## src/rtl/core/toon_shade_pixel_defines.svh

```systemverilog
// ----------------------------------------------------------------------------
// Toon shade pixel assertion macros
// Shared concurrent assertion helpers, clocked on clk, off during reset.
// ----------------------------------------------------------------------------
`ifndef TOON_SHADE_PIXEL_DEFINES_SVH
`define TOON_SHADE_PIXEL_DEFINES_SVH

// same-cycle implication
`define TSP_ASSERT_IMP(label, ante, cons, msg) \
  label: assert property (@(posedge clk) disable iff (!rst_n) (ante) |-> (cons)) \
    else $error(msg);

// next-cycle implication
`define TSP_ASSERT_NXT(label, ante, cons, msg) \
  label: assert property (@(posedge clk) disable iff (!rst_n) (ante) |=> (cons)) \
    else $error(msg);

`endif

```

## src/rtl/core/tsp_pkg.sv

```systemverilog
// ----------------------------------------------------------------------------
// Toon shade pixel package
// Shared types and fixed constants of the cel shading block.
// ----------------------------------------------------------------------------
`timescale 1ns / 1ps
`default_nettype none
package tsp_pkg;

  localparam int CFG_INDEX_W = 3;
  localparam int CFG_DATA_W  = 64;
  localparam int KIND_W      = 2;
  localparam int Q_W         = 16;     // Q1.15 weight width
  localparam int Q_FRAC      = 15;
  localparam int ONE_Q15     = 32768;
  localparam int HALF_Q15    = 16384;
  localparam int OUTLINE_Q15 = 3277;   // 0.1 in Q1.15
  localparam int BLEND_SHIFT = 30;

  typedef enum logic [CFG_INDEX_W-1:0] {
    CFG_BAND_COUNT = 3'd0,
    CFG_BAND_THR   = 3'd1,
    CFG_BAND_LOW   = 3'd2,
    CFG_BAND_HIGH  = 3'd3,
    CFG_OUTLINE    = 3'd4,
    CFG_BG_LEFT    = 3'd5,
    CFG_BG_RIGHT   = 3'd6
  } cfg_idx_t;

  typedef enum logic [KIND_W-1:0] {
    KIND_BG      = 2'd0,
    KIND_OUTLINE = 2'd1,
    KIND_BAND    = 2'd2
  } pixel_kind_t;

  typedef struct packed {
    logic en;
    logic clr;
  } mac_ctl_t;

  typedef struct packed {
    logic start;
    logic sqrt_mode;
  } iter_ctl_t;

  typedef struct packed {
    logic done;
  } iter_sts_t;

endpackage
`default_nettype wire

```

## src/rtl/core/tsp_mac.sv

```systemverilog
// ----------------------------------------------------------------------------
// Toon shade pixel multiply-accumulate
// One signed multiplier feeding a registered accumulator.
// ----------------------------------------------------------------------------
`timescale 1ns / 1ps
`default_nettype none
module tsp_mac #(
  parameter int MW = 24,
  parameter int AW = 50
) (
  input  logic                 clk,
  input  tsp_pkg::mac_ctl_t    ctl,
  input  logic signed [MW-1:0] a,
  input  logic signed [MW-1:0] b,
  output logic signed [AW-1:0] acc
);
  import tsp_pkg::*;

  logic signed [2*MW-1:0] prod;
  logic signed [AW-1:0]   acc_r;
  logic signed [AW-1:0]   acc_nxt;

  assign prod    = a * b;
  assign acc_nxt = (ctl.clr ? AW'(0) : acc_r) + AW'(prod);

  always_ff @(posedge clk) begin
    if (ctl.en) begin
      acc_r <= acc_nxt;
    end
  end

  assign acc = acc_r;

endmodule
`default_nettype wire

```

## src/rtl/core/tsp_iter.sv

```systemverilog
// ----------------------------------------------------------------------------
// Toon shade pixel shift-subtract unit
// Restoring square root (two bits a step) or division (one bit a step).
// ----------------------------------------------------------------------------
`timescale 1ns / 1ps
`default_nettype none
module tsp_iter #(
  parameter int DW       = 47,
  parameter int RW       = 31,
  parameter int SQ_STEPS = 16
) (
  input  logic               clk,
  input  logic               rst_n,
  input  tsp_pkg::iter_ctl_t ctl,
  input  logic [DW-1:0]      src,
  input  logic [RW-1:0]      den,
  output tsp_pkg::iter_sts_t sts,
  output logic [DW-1:0]      q
);
  import tsp_pkg::*;

  localparam int CW = $clog2(DW + 1);

  logic          run_r, done_r, sqrt_r;
  logic [CW-1:0] cnt_r;
  logic [DW-1:0] src_r, q_r;
  logic [RW-1:0] rem_r, den_r;
  logic [RW+1:0] rem_sh, trial, diff;
  logic          ge;

  always_comb begin
    if (sqrt_r) begin
      rem_sh = {rem_r, src_r[DW-1 -: 2]};
      trial  = {q_r[RW-1:0], 2'b01};
    end else begin
      rem_sh = {1'b0, rem_r, src_r[DW-1]};
      trial  = {2'b00, den_r};
    end
    ge   = (rem_sh >= trial);
    diff = rem_sh - trial;
  end

  always_ff @(posedge clk) begin
    if (!rst_n) begin
      run_r  <= 1'b0;
      done_r <= 1'b0;
      cnt_r  <= '0;
    end else begin
      done_r <= 1'b0;
      if (ctl.start) begin
        run_r <= 1'b1;
        cnt_r <= ctl.sqrt_mode ? CW'(SQ_STEPS) : CW'(DW);
      end else if (run_r) begin
        cnt_r <= cnt_r - CW'(1);
        if (cnt_r == CW'(1)) begin
          run_r  <= 1'b0;
          done_r <= 1'b1;
        end
      end
    end
  end

  always_ff @(posedge clk) begin
    if (ctl.start) begin
      src_r  <= src;
      den_r  <= den;
      sqrt_r <= ctl.sqrt_mode;
      q_r    <= '0;
      rem_r  <= '0;
    end else if (run_r) begin
      src_r <= sqrt_r ? (src_r << 2) : (src_r << 1);
      q_r   <= {q_r[DW-2:0], ge};
      rem_r <= ge ? diff[RW-1:0] : rem_sh[RW-1:0];
    end
  end

  assign sts.done = done_r;
  assign q        = q_r;

endmodule
`default_nettype wire

```

## src/rtl/core/toon_shade_pixel.sv

```systemverilog
// ----------------------------------------------------------------------------
// Toon shade pixel
// Cel shading of one pixel from a stream of per-light words.
// ----------------------------------------------------------------------------
// Sequencing: a shaded light word runs one sqrt and one divide on the shared
//   shift-subtract unit: VECTOR_BITS sqrt steps and 2*VECTOR_BITS+15 divide
//   steps. The first word of a miss runs one sqrt, two divides (none for a
//   zero-length ray) and a blend of the three channels.
// Throughput: one word at a time; in_ready is low while a word is worked on.
// Reset: synchronous active-low; only config and sequencer registers reset.
`timescale 1ns / 1ps
`default_nettype none
`include "toon_shade_pixel_defines.svh"
module toon_shade_pixel #(
  parameter int MAX_BANDS    = 4,
  parameter int VECTOR_BITS  = 16,
  parameter int CHANNEL_BITS = 8
) (
  input  logic                            clk,
  input  logic                            rst_n,
  input  logic                            in_valid,
  output logic                            in_ready,
  input  logic                            in_hit,
  input  logic signed [VECTOR_BITS-1:0]   in_normal_x,
  input  logic signed [VECTOR_BITS-1:0]   in_normal_y,
  input  logic signed [VECTOR_BITS-1:0]   in_normal_z,
  input  logic signed [VECTOR_BITS-1:0]   in_ray_x,
  input  logic signed [VECTOR_BITS-1:0]   in_ray_y,
  input  logic signed [VECTOR_BITS-1:0]   in_ray_z,
  input  logic signed [VECTOR_BITS-1:0]   in_light_x,
  input  logic signed [VECTOR_BITS-1:0]   in_light_y,
  input  logic signed [VECTOR_BITS-1:0]   in_light_z,
  input  logic                            in_has_light,
  input  logic                            in_last_light,
  output logic                            out_valid,
  input  logic                            out_ready,
  output logic [CHANNEL_BITS-1:0]         out_red,
  output logic [CHANNEL_BITS-1:0]         out_green,
  output logic [CHANNEL_BITS-1:0]         out_blue,
  output logic [tsp_pkg::KIND_W-1:0]      out_pixel_kind,
  input  logic                            cfg_valid,
  output logic                            cfg_ready,
  input  logic [tsp_pkg::CFG_INDEX_W-1:0] cfg_index,
  input  logic [tsp_pkg::CFG_DATA_W-1:0]  cfg_data
);
  import tsp_pkg::*;

  localparam int V    = VECTOR_BITS;
  localparam int FRAC = V - 2;               // Q1.14 at 16 bits
  localparam int SQW  = 2 * V;               // sum of squares / |dot|
  localparam int DW   = SQW + Q_FRAC;        // dividend, scaled by 2^15
  localparam int RW   = 2 * V - 1;           // remainder / divisor
  localparam int MW   = (V > 24) ? V : 24;   // multiplier operand
  localparam int AW   = 2 * MW + 2;

  // sequencer, one-hot
  typedef enum logic [9:0] {
    S_IDLE  = 10'b0000000001,
    S_SQ    = 10'b0000000010,
    S_KSQRT = 10'b0000000100,
    S_WSQRT = 10'b0000001000,
    S_DOT   = 10'b0000010000,
    S_KDIV  = 10'b0000100000,
    S_WDIV  = 10'b0001000000,
    S_BAND  = 10'b0010000000,
    S_BLEND = 10'b0100000000,
    S_DONE  = 10'b1000000000
  } state_t;

  // what the running divide is for
  typedef enum logic [1:0] {
    TAG_X, TAG_Y, TAG_OUTL, TAG_LIGHT
  } div_tag_t;

  // ---- configuration ----
  logic [2:0]  band_count_r;
  logic [63:0] thr_r;
  logic [47:0] bcl_r, bch_r, bgl_r, bgr_r;
  logic [23:0] outl_r;

  assign cfg_ready = 1'b1;

  always_ff @(posedge clk) begin
    if (!rst_n) begin
      band_count_r <= 3'd4;
      thr_r        <= '0;
      bcl_r        <= '0;
      bch_r        <= '0;
      outl_r       <= '0;
      bgl_r        <= '0;
      bgr_r        <= '0;
    end else if (cfg_valid) begin
      case (cfg_index)
        CFG_BAND_COUNT: band_count_r <= cfg_data[2:0];
        CFG_BAND_THR:   thr_r        <= cfg_data;
        CFG_BAND_LOW:   bcl_r        <= cfg_data[47:0];
        CFG_BAND_HIGH:  bch_r        <= cfg_data[47:0];
        CFG_OUTLINE:    outl_r       <= cfg_data[23:0];
        CFG_BG_LEFT:    bgl_r        <= cfg_data[47:0];
        CFG_BG_RIGHT:   bgr_r        <= cfg_data[47:0];
        default: ;
      endcase
    end
  end

  // ---- state ----
  state_t      state_r, state_nxt;
  logic [1:0]  cnt_r, cnt_nxt;
  logic        vsel_r, vsel_nxt;       // 0 ray, 1 light
  div_tag_t    tag_r, tag_nxt;
  logic [1:0]  ch_r, ch_nxt;           // 0 blue, 1 green, 2 red
  logic [2:0]  sub_r, sub_nxt;
  logic [1:0]  mode_r, mode_nxt;
  logic        mid_r, mid_nxt;
  logic [7:0]  max_r [3];
  logic [7:0]  max_nxt [3];
  logic        out_valid_r, out_valid_nxt;

  // word latches and datapath payload
  logic                hit_r, hit_nxt, has_light_r, has_light_nxt, last_r, last_nxt;
  logic signed [V-1:0] n_r [3];
  logic signed [V-1:0] n_nxt [3];
  logic signed [V-1:0] ray_r [3];
  logic signed [V-1:0] ray_nxt [3];
  logic signed [V-1:0] light_r [3];
  logic signed [V-1:0] light_nxt [3];
  logic [V-1:0]        len_r, len_nxt;
  logic                neg_r, neg_nxt;
  logic signed [DW:0]  c_r, c_nxt;
  logic [Q_W-1:0]      tx_r, tx_nxt, ty_r, ty_nxt;
  logic [MW-1:0]       left_r, left_nxt;
  logic [CHANNEL_BITS-1:0] red_r, red_nxt, green_r, green_nxt, blue_r, blue_nxt;
  logic [KIND_W-1:0]   kind_r, kind_nxt;

  // ---- shared units ----
  mac_ctl_t             mac_ctl;
  logic signed [MW-1:0] mac_a, mac_b;
  logic signed [AW-1:0] acc;
  iter_ctl_t            iter_ctl;
  iter_sts_t            iter_sts;
  logic [DW-1:0]        iter_src, iter_q;
  logic [RW-1:0]        iter_den;

  tsp_mac #(.MW(MW), .AW(AW)) u_mac (
    .clk(clk), .ctl(mac_ctl), .a(mac_a), .b(mac_b), .acc(acc)
  );

  tsp_iter #(.DW(DW), .RW(RW), .SQ_STEPS(V)) u_iter (
    .clk(clk), .rst_n(rst_n), .ctl(iter_ctl), .src(iter_src), .den(iter_den),
    .sts(iter_sts), .q(iter_q)
  );

  // ---- helpers ----
  logic signed [V-1:0]   vec_c, comp_c;
  logic signed [V:0]     comp_ext, comp_abs;
  logic signed [AW:0]    nd, nd_abs;
  logic signed [DW:0]    c_div;
  logic signed [DW+1:0]  c_off, w_c;
  logic [Q_W-1:0]        half_c;
  logic [2:0]            bands_c;
  logic                  band_hit;
  logic [1:0]            band_sel;
  logic [23:0]           band_rgb;
  logic [16:0]           wy0, wx0;
  logic [AW-1:0]         rnd_c;

  assign vec_c    = vsel_r ? light_r[cnt_r] : ray_r[cnt_r];
  assign comp_c   = (tag_r == TAG_X) ? ray_r[0] : ray_r[1];
  assign comp_ext = {comp_c[V-1], comp_c};
  assign comp_abs = comp_ext[V] ? -comp_ext : comp_ext;
  assign nd       = -{acc[AW-1], acc};
  assign nd_abs   = nd[AW] ? -nd : nd;

  // signed quotient and its blend weight (c+1)/2
  assign c_div  = neg_r ? -$signed({1'b0, iter_q}) : $signed({1'b0, iter_q});
  assign c_off  = {c_div[DW], c_div} + $signed((DW+2)'(ONE_Q15));
  assign half_c = c_off[Q_W:1];

  assign wy0   = 17'(ONE_Q15) - {1'b0, ty_r};
  assign wx0   = 17'(ONE_Q15) - {1'b0, tx_r};
  assign rnd_c = acc + (AW'(1) << (BLEND_SHIFT - 1));

  // band pick: highest band whose threshold 1-cos reaches; a negative cos takes the last band
  always_comb begin
    if (band_count_r == 3'd0) begin
      bands_c = 3'd1;
    end else if (band_count_r > 3'(MAX_BANDS)) begin
      bands_c = 3'(MAX_BANDS);
    end else begin
      bands_c = band_count_r;
    end
    w_c      = $signed((DW+2)'(ONE_Q15)) - {c_r[DW], c_r};
    band_hit = 1'b0;
    band_sel = '0;
    for (int j = 0; j < MAX_BANDS; j++) begin
      if (3'(j) < bands_c &&
          w_c >= $signed({{(DW+2-Q_W){1'b0}}, thr_r[Q_W*j +: Q_W]})) begin
        band_hit = 1'b1;
        band_sel = 2'(j);
      end
    end
    if (c_r[DW]) begin
      band_hit = 1'b1;
      band_sel = 2'(bands_c - 3'd1);
    end
    if (band_sel[1]) begin
      band_rgb = band_sel[0] ? bch_r[47:24] : bch_r[23:0];
    end else begin
      band_rgb = band_sel[0] ? bcl_r[47:24] : bcl_r[23:0];
    end
  end

  function automatic logic [CHANNEL_BITS-1:0] widen(input logic [7:0] v);
    logic [15:0] d;
    d = {v, v};
    return d[15 -: CHANNEL_BITS];
  endfunction

  // ---- sequencer ----
  always_comb begin
    state_nxt     = state_r;
    cnt_nxt       = cnt_r;
    vsel_nxt      = vsel_r;
    tag_nxt       = tag_r;
    ch_nxt        = ch_r;
    sub_nxt       = sub_r;
    mode_nxt      = mode_r;
    mid_nxt       = mid_r;
    max_nxt       = max_r;
    out_valid_nxt = out_valid_r;
    hit_nxt       = hit_r;
    has_light_nxt = has_light_r;
    last_nxt      = last_r;
    n_nxt         = n_r;
    ray_nxt       = ray_r;
    light_nxt     = light_r;
    len_nxt       = len_r;
    neg_nxt       = neg_r;
    c_nxt         = c_r;
    tx_nxt        = tx_r;
    ty_nxt        = ty_r;
    left_nxt      = left_r;
    red_nxt       = red_r;
    green_nxt     = green_r;
    blue_nxt      = blue_r;
    kind_nxt      = kind_r;
    mac_ctl       = '0;
    mac_a         = '0;
    mac_b         = '0;
    iter_ctl      = '0;
    iter_src      = '0;
    iter_den      = '0;

    if (out_valid_r && out_ready) begin
      out_valid_nxt = 1'b0;
    end

    case (state_r)
      S_IDLE: begin
        if (in_valid) begin
          hit_nxt       = in_hit;
          has_light_nxt = in_has_light;
          last_nxt      = in_last_light;
          n_nxt[0]      = in_normal_x;
          n_nxt[1]      = in_normal_y;
          n_nxt[2]      = in_normal_z;
          ray_nxt[0]    = in_ray_x;
          ray_nxt[1]    = in_ray_y;
          ray_nxt[2]    = in_ray_z;
          light_nxt[0]  = in_light_x;
          light_nxt[1]  = in_light_y;
          light_nxt[2]  = in_light_z;
          cnt_nxt       = '0;
          if (!mid_r) begin
            // first word of the pixel decides its kind
            mid_nxt    = 1'b1;
            max_nxt[0] = '0;
            max_nxt[1] = '0;
            max_nxt[2] = '0;
            mode_nxt   = in_hit ? KIND_BAND : KIND_BG;
            vsel_nxt   = 1'b0;
            state_nxt  = S_SQ;
          end else if (mode_r == KIND_BAND && in_has_light) begin
            vsel_nxt  = 1'b1;
            state_nxt = S_SQ;
          end else begin
            state_nxt = S_DONE;
          end
        end
      end

      S_SQ: begin
        mac_ctl.en  = 1'b1;
        mac_ctl.clr = (cnt_r == 2'd0);
        mac_a       = MW'(vec_c);
        mac_b       = MW'(vec_c);
        if (cnt_r == 2'd2) begin
          state_nxt = S_KSQRT;
        end else begin
          cnt_nxt = cnt_r + 2'd1;
        end
      end

      S_KSQRT: begin
        iter_ctl.start     = 1'b1;
        iter_ctl.sqrt_mode = 1'b1;
        iter_src           = {acc[SQW-1:0], {Q_FRAC{1'b0}}};
        state_nxt          = S_WSQRT;
      end

      S_WSQRT: begin
        if (iter_sts.done) begin
          len_nxt = iter_q[V-1:0];
          cnt_nxt = '0;
          if (vsel_r) begin
            // zero-length light adds nothing
            state_nxt = (iter_q[V-1:0] == '0) ? S_DONE : S_DOT;
          end else if (mode_r == KIND_BG) begin
            if (iter_q[V-1:0] == '0) begin
              tx_nxt    = Q_W'(HALF_Q15);
              ty_nxt    = Q_W'(HALF_Q15);
              ch_nxt    = '0;
              sub_nxt   = '0;
              state_nxt = S_BLEND;
            end else begin
              tag_nxt   = TAG_X;
              state_nxt = S_KDIV;
            end
          end else if (iter_q[V-1:0] != '0) begin
            state_nxt = S_DOT;
          end else if (has_light_r) begin
            // zero-length ray on a hit: shaded, no outline test
            vsel_nxt  = 1'b1;
            state_nxt = S_SQ;
          end else begin
            state_nxt = S_DONE;
          end
        end
      end

      S_DOT: begin
        mac_ctl.en  = 1'b1;
        mac_ctl.clr = (cnt_r == 2'd0);
        mac_a       = MW'(n_r[cnt_r]);
        mac_b       = MW'(vec_c);
        if (cnt_r == 2'd2) begin
          tag_nxt   = vsel_r ? TAG_LIGHT : TAG_OUTL;
          state_nxt = S_KDIV;
        end else begin
          cnt_nxt = cnt_r + 2'd1;
        end
      end

      S_KDIV: begin
        iter_ctl.start = 1'b1;
        if (tag_r == TAG_X || tag_r == TAG_Y) begin
          neg_nxt  = comp_ext[V];
          iter_src = {SQW'(comp_abs), {Q_FRAC{1'b0}}};
          iter_den = RW'(len_r);
        end else begin
          neg_nxt  = nd[AW];
          iter_src = {nd_abs[SQW-1:0], {Q_FRAC{1'b0}}};
          iter_den = RW'({len_r, {FRAC{1'b0}}});
        end
        state_nxt = S_WDIV;
      end

      S_WDIV: begin
        if (iter_sts.done) begin
          case (tag_r)
            TAG_X: begin
              tx_nxt    = half_c;
              tag_nxt   = TAG_Y;
              state_nxt = S_KDIV;
            end
            TAG_Y: begin
              ty_nxt    = half_c;
              ch_nxt    = '0;
              sub_nxt   = '0;
              state_nxt = S_BLEND;
            end
            TAG_OUTL: begin
              if (c_div < $signed((DW+1)'(OUTLINE_Q15))) begin
                mode_nxt   = KIND_OUTLINE;
                max_nxt[2] = outl_r[23:16];
                max_nxt[1] = outl_r[15:8];
                max_nxt[0] = outl_r[7:0];
                state_nxt  = S_DONE;
              end else if (has_light_r) begin
                vsel_nxt  = 1'b1;
                cnt_nxt   = '0;
                state_nxt = S_SQ;
              end else begin
                state_nxt = S_DONE;
              end
            end
            default: begin
              c_nxt     = c_div;
              state_nxt = S_BAND;
            end
          endcase
        end
      end

      S_BAND: begin
        if (band_hit) begin
          if (band_rgb[23:16] > max_r[2]) max_nxt[2] = band_rgb[23:16];
          if (band_rgb[15:8]  > max_r[1]) max_nxt[1] = band_rgb[15:8];
          if (band_rgb[7:0]   > max_r[0]) max_nxt[0] = band_rgb[7:0];
        end
        state_nxt = S_DONE;
      end

      S_BLEND: begin
        // per channel: left, right, then the horizontal mix
        sub_nxt    = sub_r + 3'd1;
        mac_ctl.en = 1'b1;
        case (sub_r)
          3'd0: begin
            mac_ctl.clr = 1'b1;
            mac_a = MW'(wy0);
            mac_b = MW'(bgl_r[24 + 8*ch_r +: 8]);
          end
          3'd1: begin
            mac_a = MW'(ty_r);
            mac_b = MW'(bgl_r[8*ch_r +: 8]);
          end
          3'd2: begin
            left_nxt    = acc[MW-1:0];
            mac_ctl.clr = 1'b1;
            mac_a = MW'(wy0);
            mac_b = MW'(bgr_r[24 + 8*ch_r +: 8]);
          end
          3'd3: begin
            mac_a = MW'(ty_r);
            mac_b = MW'(bgr_r[8*ch_r +: 8]);
          end
          3'd4: begin
            mac_ctl.clr = 1'b1;
            mac_a = MW'(wx0);
            mac_b = acc[MW-1:0];
          end
          3'd5: begin
            mac_a = MW'(tx_r);
            mac_b = left_r;
          end
          default: begin
            mac_ctl.en     = 1'b0;
            max_nxt[ch_r]  = rnd_c[BLEND_SHIFT +: 8];
            sub_nxt        = '0;
            ch_nxt         = ch_r + 2'd1;
            if (ch_r == 2'd2) begin
              state_nxt = S_DONE;
            end
          end
        endcase
      end

      S_DONE: begin
        if (!last_r) begin
          state_nxt = S_IDLE;
        end else if (!out_valid_r || out_ready) begin
          red_nxt       = widen(max_r[2]);
          green_nxt     = widen(max_r[1]);
          blue_nxt      = widen(max_r[0]);
          kind_nxt      = mode_r;
          out_valid_nxt = 1'b1;
          mid_nxt       = 1'b0;
          state_nxt     = S_IDLE;
        end
      end

      default: state_nxt = S_IDLE;
    endcase
  end

  always_ff @(posedge clk) begin
    if (!rst_n) begin
      state_r     <= S_IDLE;
      cnt_r       <= '0;
      vsel_r      <= 1'b0;
      tag_r       <= TAG_X;
      ch_r        <= '0;
      sub_r       <= '0;
      mode_r      <= KIND_BG;
      mid_r       <= 1'b0;
      max_r[0]    <= '0;
      max_r[1]    <= '0;
      max_r[2]    <= '0;
      out_valid_r <= 1'b0;
    end else begin
      state_r     <= state_nxt;
      cnt_r       <= cnt_nxt;
      vsel_r      <= vsel_nxt;
      tag_r       <= tag_nxt;
      ch_r        <= ch_nxt;
      sub_r       <= sub_nxt;
      mode_r      <= mode_nxt;
      mid_r       <= mid_nxt;
      max_r       <= max_nxt;
      out_valid_r <= out_valid_nxt;
    end
  end

  always_ff @(posedge clk) begin
    hit_r       <= hit_nxt;
    has_light_r <= has_light_nxt;
    last_r      <= last_nxt;
    n_r         <= n_nxt;
    ray_r       <= ray_nxt;
    light_r     <= light_nxt;
    len_r       <= len_nxt;
    neg_r       <= neg_nxt;
    c_r         <= c_nxt;
    tx_r        <= tx_nxt;
    ty_r        <= ty_nxt;
    left_r      <= left_nxt;
    red_r       <= red_nxt;
    green_r     <= green_nxt;
    blue_r      <= blue_nxt;
    kind_r      <= kind_nxt;
  end

  assign in_ready       = (state_r == S_IDLE);
  assign out_valid      = out_valid_r;
  assign out_red        = red_r;
  assign out_green      = green_r;
  assign out_blue       = blue_r;
  assign out_pixel_kind = kind_r;

  // ---- checks ----
  `TSP_ASSERT_IMP(a_blend_bg, state_r == S_BLEND, mode_r == KIND_BG, "blend on a hit pixel")
  `TSP_ASSERT_IMP(a_band_light, state_r == S_BAND, mode_r == KIND_BAND && vsel_r, "band pick without light")
  `TSP_ASSERT_IMP(a_iter_wait, iter_sts.done, state_r == S_WSQRT || state_r == S_WDIV, "unit done while not waiting")
  `TSP_ASSERT_NXT(a_busy, in_valid && in_ready, !in_ready, "word taken while busy")

endmodule
`default_nettype wire
```

## config.mk

```make
export PLATFORM = sky130hd
export DESIGN_NAME = toon_shade_pixel
export DESIGN_NICKNAME = d
export VERILOG_FILES = /design/src/rtl/core/tsp_pkg.sv /design/src/rtl/core/tsp_mac.sv /design/src/rtl/core/tsp_iter.sv /design/src/rtl/core/toon_shade_pixel.sv
export VERILOG_INCLUDE_DIRS = /design/src /design/src/rtl/core
export SDC_FILE = /design/constraint.sdc
export NUM_CORES = 2
export LEC_CHECK = 0
export CAP_MARGIN = 20
export CORE_ASPECT_RATIO = 1.1
export CORE_MARGIN = 2
export CORE_UTILIZATION = 58
export DETAILED_ROUTE_END_ITERATION = 16
export DONT_BUFFER_PORTS = 1
export GPL_ROUTABILITY_DRIVEN = 0
export HOLD_SLACK_MARGIN = 0.12
export PLACE_DENSITY = 0.76
export SLEW_MARGIN = 20
export SYNTH_ARGS = -nofsm -noshare
export SYNTH_HDL_FRONTEND = slang
export SYNTH_SLANG_ARGS = --single-unit
```

## constraint.sdc

```tcl
create_clock -name clk -period 9.8 [get_ports clk]
set_input_delay 0.98 -clock clk [delete_from_list [all_inputs] [get_ports clk]]
set_output_delay 0.98 -clock clk [all_outputs]
set_load 0.02 [all_outputs]
```

==> summary.txt <==
CP Class - flop to flop
First-pass GRT wire length - 284000 µm
Die area - 111000 µm²
Crit-path max cell delay - 550 ps
Max Slew Vio Count - 0
Layout Skew - 36.6 ps
Worst Tran Pin Value - 1150 ps
Final Hold Fails - 0
Layout cells sized above 1 - 8.78%
Fin util - 63.7%
CTS tree - yes
Period utilization - 96.9%
Total CTS buffers - 88
Most frequent CP cell - fa_1
Mapped Nets - 7835
Main synth FF type - dfxtp_1
PortBufs - 0
Number of DRC markers in iteration 0 - 5978
Post-layout minimum cycle time - 9500 ps
Mean Syn Cell Area - 9.28 µm²
Site Rows - 126
Hold_buf cts - 0
Root Driver - clkbuf_16
Max-slew headroom - 23.2%
Asr flop ratio synth - 0%
Fmax - 105 MHz
Via Count - 50400
Outcome - finished, final reports clean
Most common cell in the netlist - nand2_1
Area Overhead vs Synth - 9.02%
Largest net degree at the start of global routing - 113
Synth unique cells - 86
Initial DRT Pass Iterations - 8
H-tree Lvls - 3
Top cell type's share of synthesized area - 19.5%
Startpoint Class - flop
Vias/cell - 6.15
Final setup vio count - 0
Initial Util - 58.4%
# clock sinks - 823
ANT nets after route - 0
Total Wirelength - 186000 µm
Commonest cells post-synth - 964 x nand2_1, 762 x inv_1, 556 x fa_1
Clock Latency Late Sink - 700 ps
Total GRT Usage - 33.4%
Nets - 7774
Worst VDD drop - 152 µV
Top post-synthesis cells by area - edfxtp_1 19%, fa_1 18%, dfxtp_1 13%, ha_1 6.1%, nand2_1 5.8%
Gate Count Post-Synth - 6755
Pwr Density - 163 nW/µm²
Cell area after synthesis - 62700 µm²
Area of the core - 107000 µm²
Routed WL per cell - 22.8 µm
Yosys reg bits - 823
Die Y - 349 µm
Setup crit end kind - flop
Grt ovf - 0
Setup TNS - 0 ps
Die Wd - 317 µm
Arr. time, crit path - 9930 ps
# DRC - 0
Critical path required time - 10230 ps
Worst hold path type - input port to flop
# IOs - 248
Crit-path max FO - 23
Dpl hpwl - 142000 µm
Area leader, netlist - edfxtp_1
Clock transition at path regs - 60 ps
Synth warnings - 0
Max Cap Viol - 0
Post-synth EDFFs - 406
Maximum clock path buffer count - 3
Vias in the first global route - 49300
Leak - 28.5 nW
Sequential cell area fraction in the yosys report - 32.8%
Initial antenna violation count - 10
CP max stage cell - fa_1
==> cell usage in the layout (no fill, tap or decap), types with 66 or more instances in the layout <==
cell and instances:
nand2_1 957, o21ai_0 207, ha_1 302, nor3_1 93, nor2_1 519, dfxtp_1 409, clkbuf_16 91, edfxtp_1 406
mux2i_1 276, buf_4 201, or3_1 70, xnor2_1 156, a21oi_1 545, a21o_1 66, xor2_1 88, fa_1 551
inv_1 757, and2_1 110
==> metrics by stage <==
step | total power (W) | setup slack, ps | std cells | hold WS, ps | instance area (µm²)
floorplan | 0.00663 | 89.7 | 6755 | 406 | 62700
CTS | 0.0111 | 17.4 | 8159 | 334 | 67900
global route | 0.0116 | -40.6 | 8178 | 344 | 68300
global placement | 0.00748 | -143 | 7991 | 440 | 64700
detailed placement | 0.00757 | -220 | 7994 | 446 | 64800
finish | 0.0111 | 299 | 8183 | 354 | 68300
==> what timing repair did <==
action,in CTS,in global routing
resized for setup,9,77
gates cloned,0,1
pin swaps,3,16
hold endpoints to repair,0,0
endpoints found under the setup margin,14,25
buffers inserted,3,12
==> logic make-up after synthesis <==
group	count (synthesis)	synth area share, %
adder cells (fa/ha/maj)	861	23.9
AO/OA/AOI/OAI	1226	12.2
multiplexers	328	5.63
XOR/XNOR	244	3.41
AND/OR/NAND/NOR	2133	15.2
buffers and inverters	1139	6.91
flip-flops	823	32.8
other	1	0.00598
==> per-layer routing <==
layer  wire length (µm)  vias up  track usage (%)  part of all wire (%)
li1                   -    22600                -                     -
met2              86400     2764             53.9                    46
met3              18900      692             7.56                    10
met5                101        -                0                 0.054
met4              12700        8             18.6                   6.8
met1              68200    24300             41.4                    37
==> worst max-delay path, delay by kind of cell, from the launching register on <==
family / cells / cell delay, ps
buf+inv: 10 / 1150
fa+ha+maj: 9 / 3740
xor+xnor: 1 / 90
flops: 1 / 370
compound gates: 16 / 3210
simple gates: 6 / 670
==> registers in the layout (all words and copies together) (netlist names), 30 cells and up <==
signal	count
bgr_r	48
thr_r	64
bgl_r	48
u_iter.den_r	30
u_iter.src_r	32
u_iter.q	47
bch_r	48
c_r	48
light_r	48
ray_r	48
u_mac.acc	50
n_r	48
u_iter.rem_r	31
bcl_r	48
==> report_power, final <==
group	internal, W	switching (W)	total, W	leakage [nW]
clock	0.00201	0.00151	0.00352	1.50
sequential	0.00405	0.000271	0.00432	7.18
combinational	0.00126	0.00204	0.00330	19.8
==> layout make-up <==
| cell class | instances | area [µm²] |
|---|---|---|
| diodes | 9 | 22.5 |
| clock buffers | 119 | 2500 |
| clock inverters | 43 | 556 |
| fillers | 8596 | 38900 |
| inverters | 766 | 2900 |
| multi-input cells | 4794 | 38200 |
| flip-flops and latches | 823 | 20600 |
| well taps | 1408 | 1760 |
| repair buffers | 221 | 1850 |
==> worst paths after layout <==
path                            cells past startpoint  slack, ps                    from                            to
worst max-delay path                               42        300   sub_r[0]$_SDFFE_PN0P_       u_mac.acc[43]$_DFFE_PP_
worst min-delay path                                1        350                   rst_n  band_count_r[2]$_SDFFE_PN1P_
worst max register to register                     42        300   sub_r[0]$_SDFFE_PN0P_       u_mac.acc[43]$_DFFE_PP_
worst min register to register                      2        450  bcl_r[16]$_SDFFE_PN0P_        bcl_r[16]$_SDFFE_PN0P_
(Power assumes the default switching activity.)
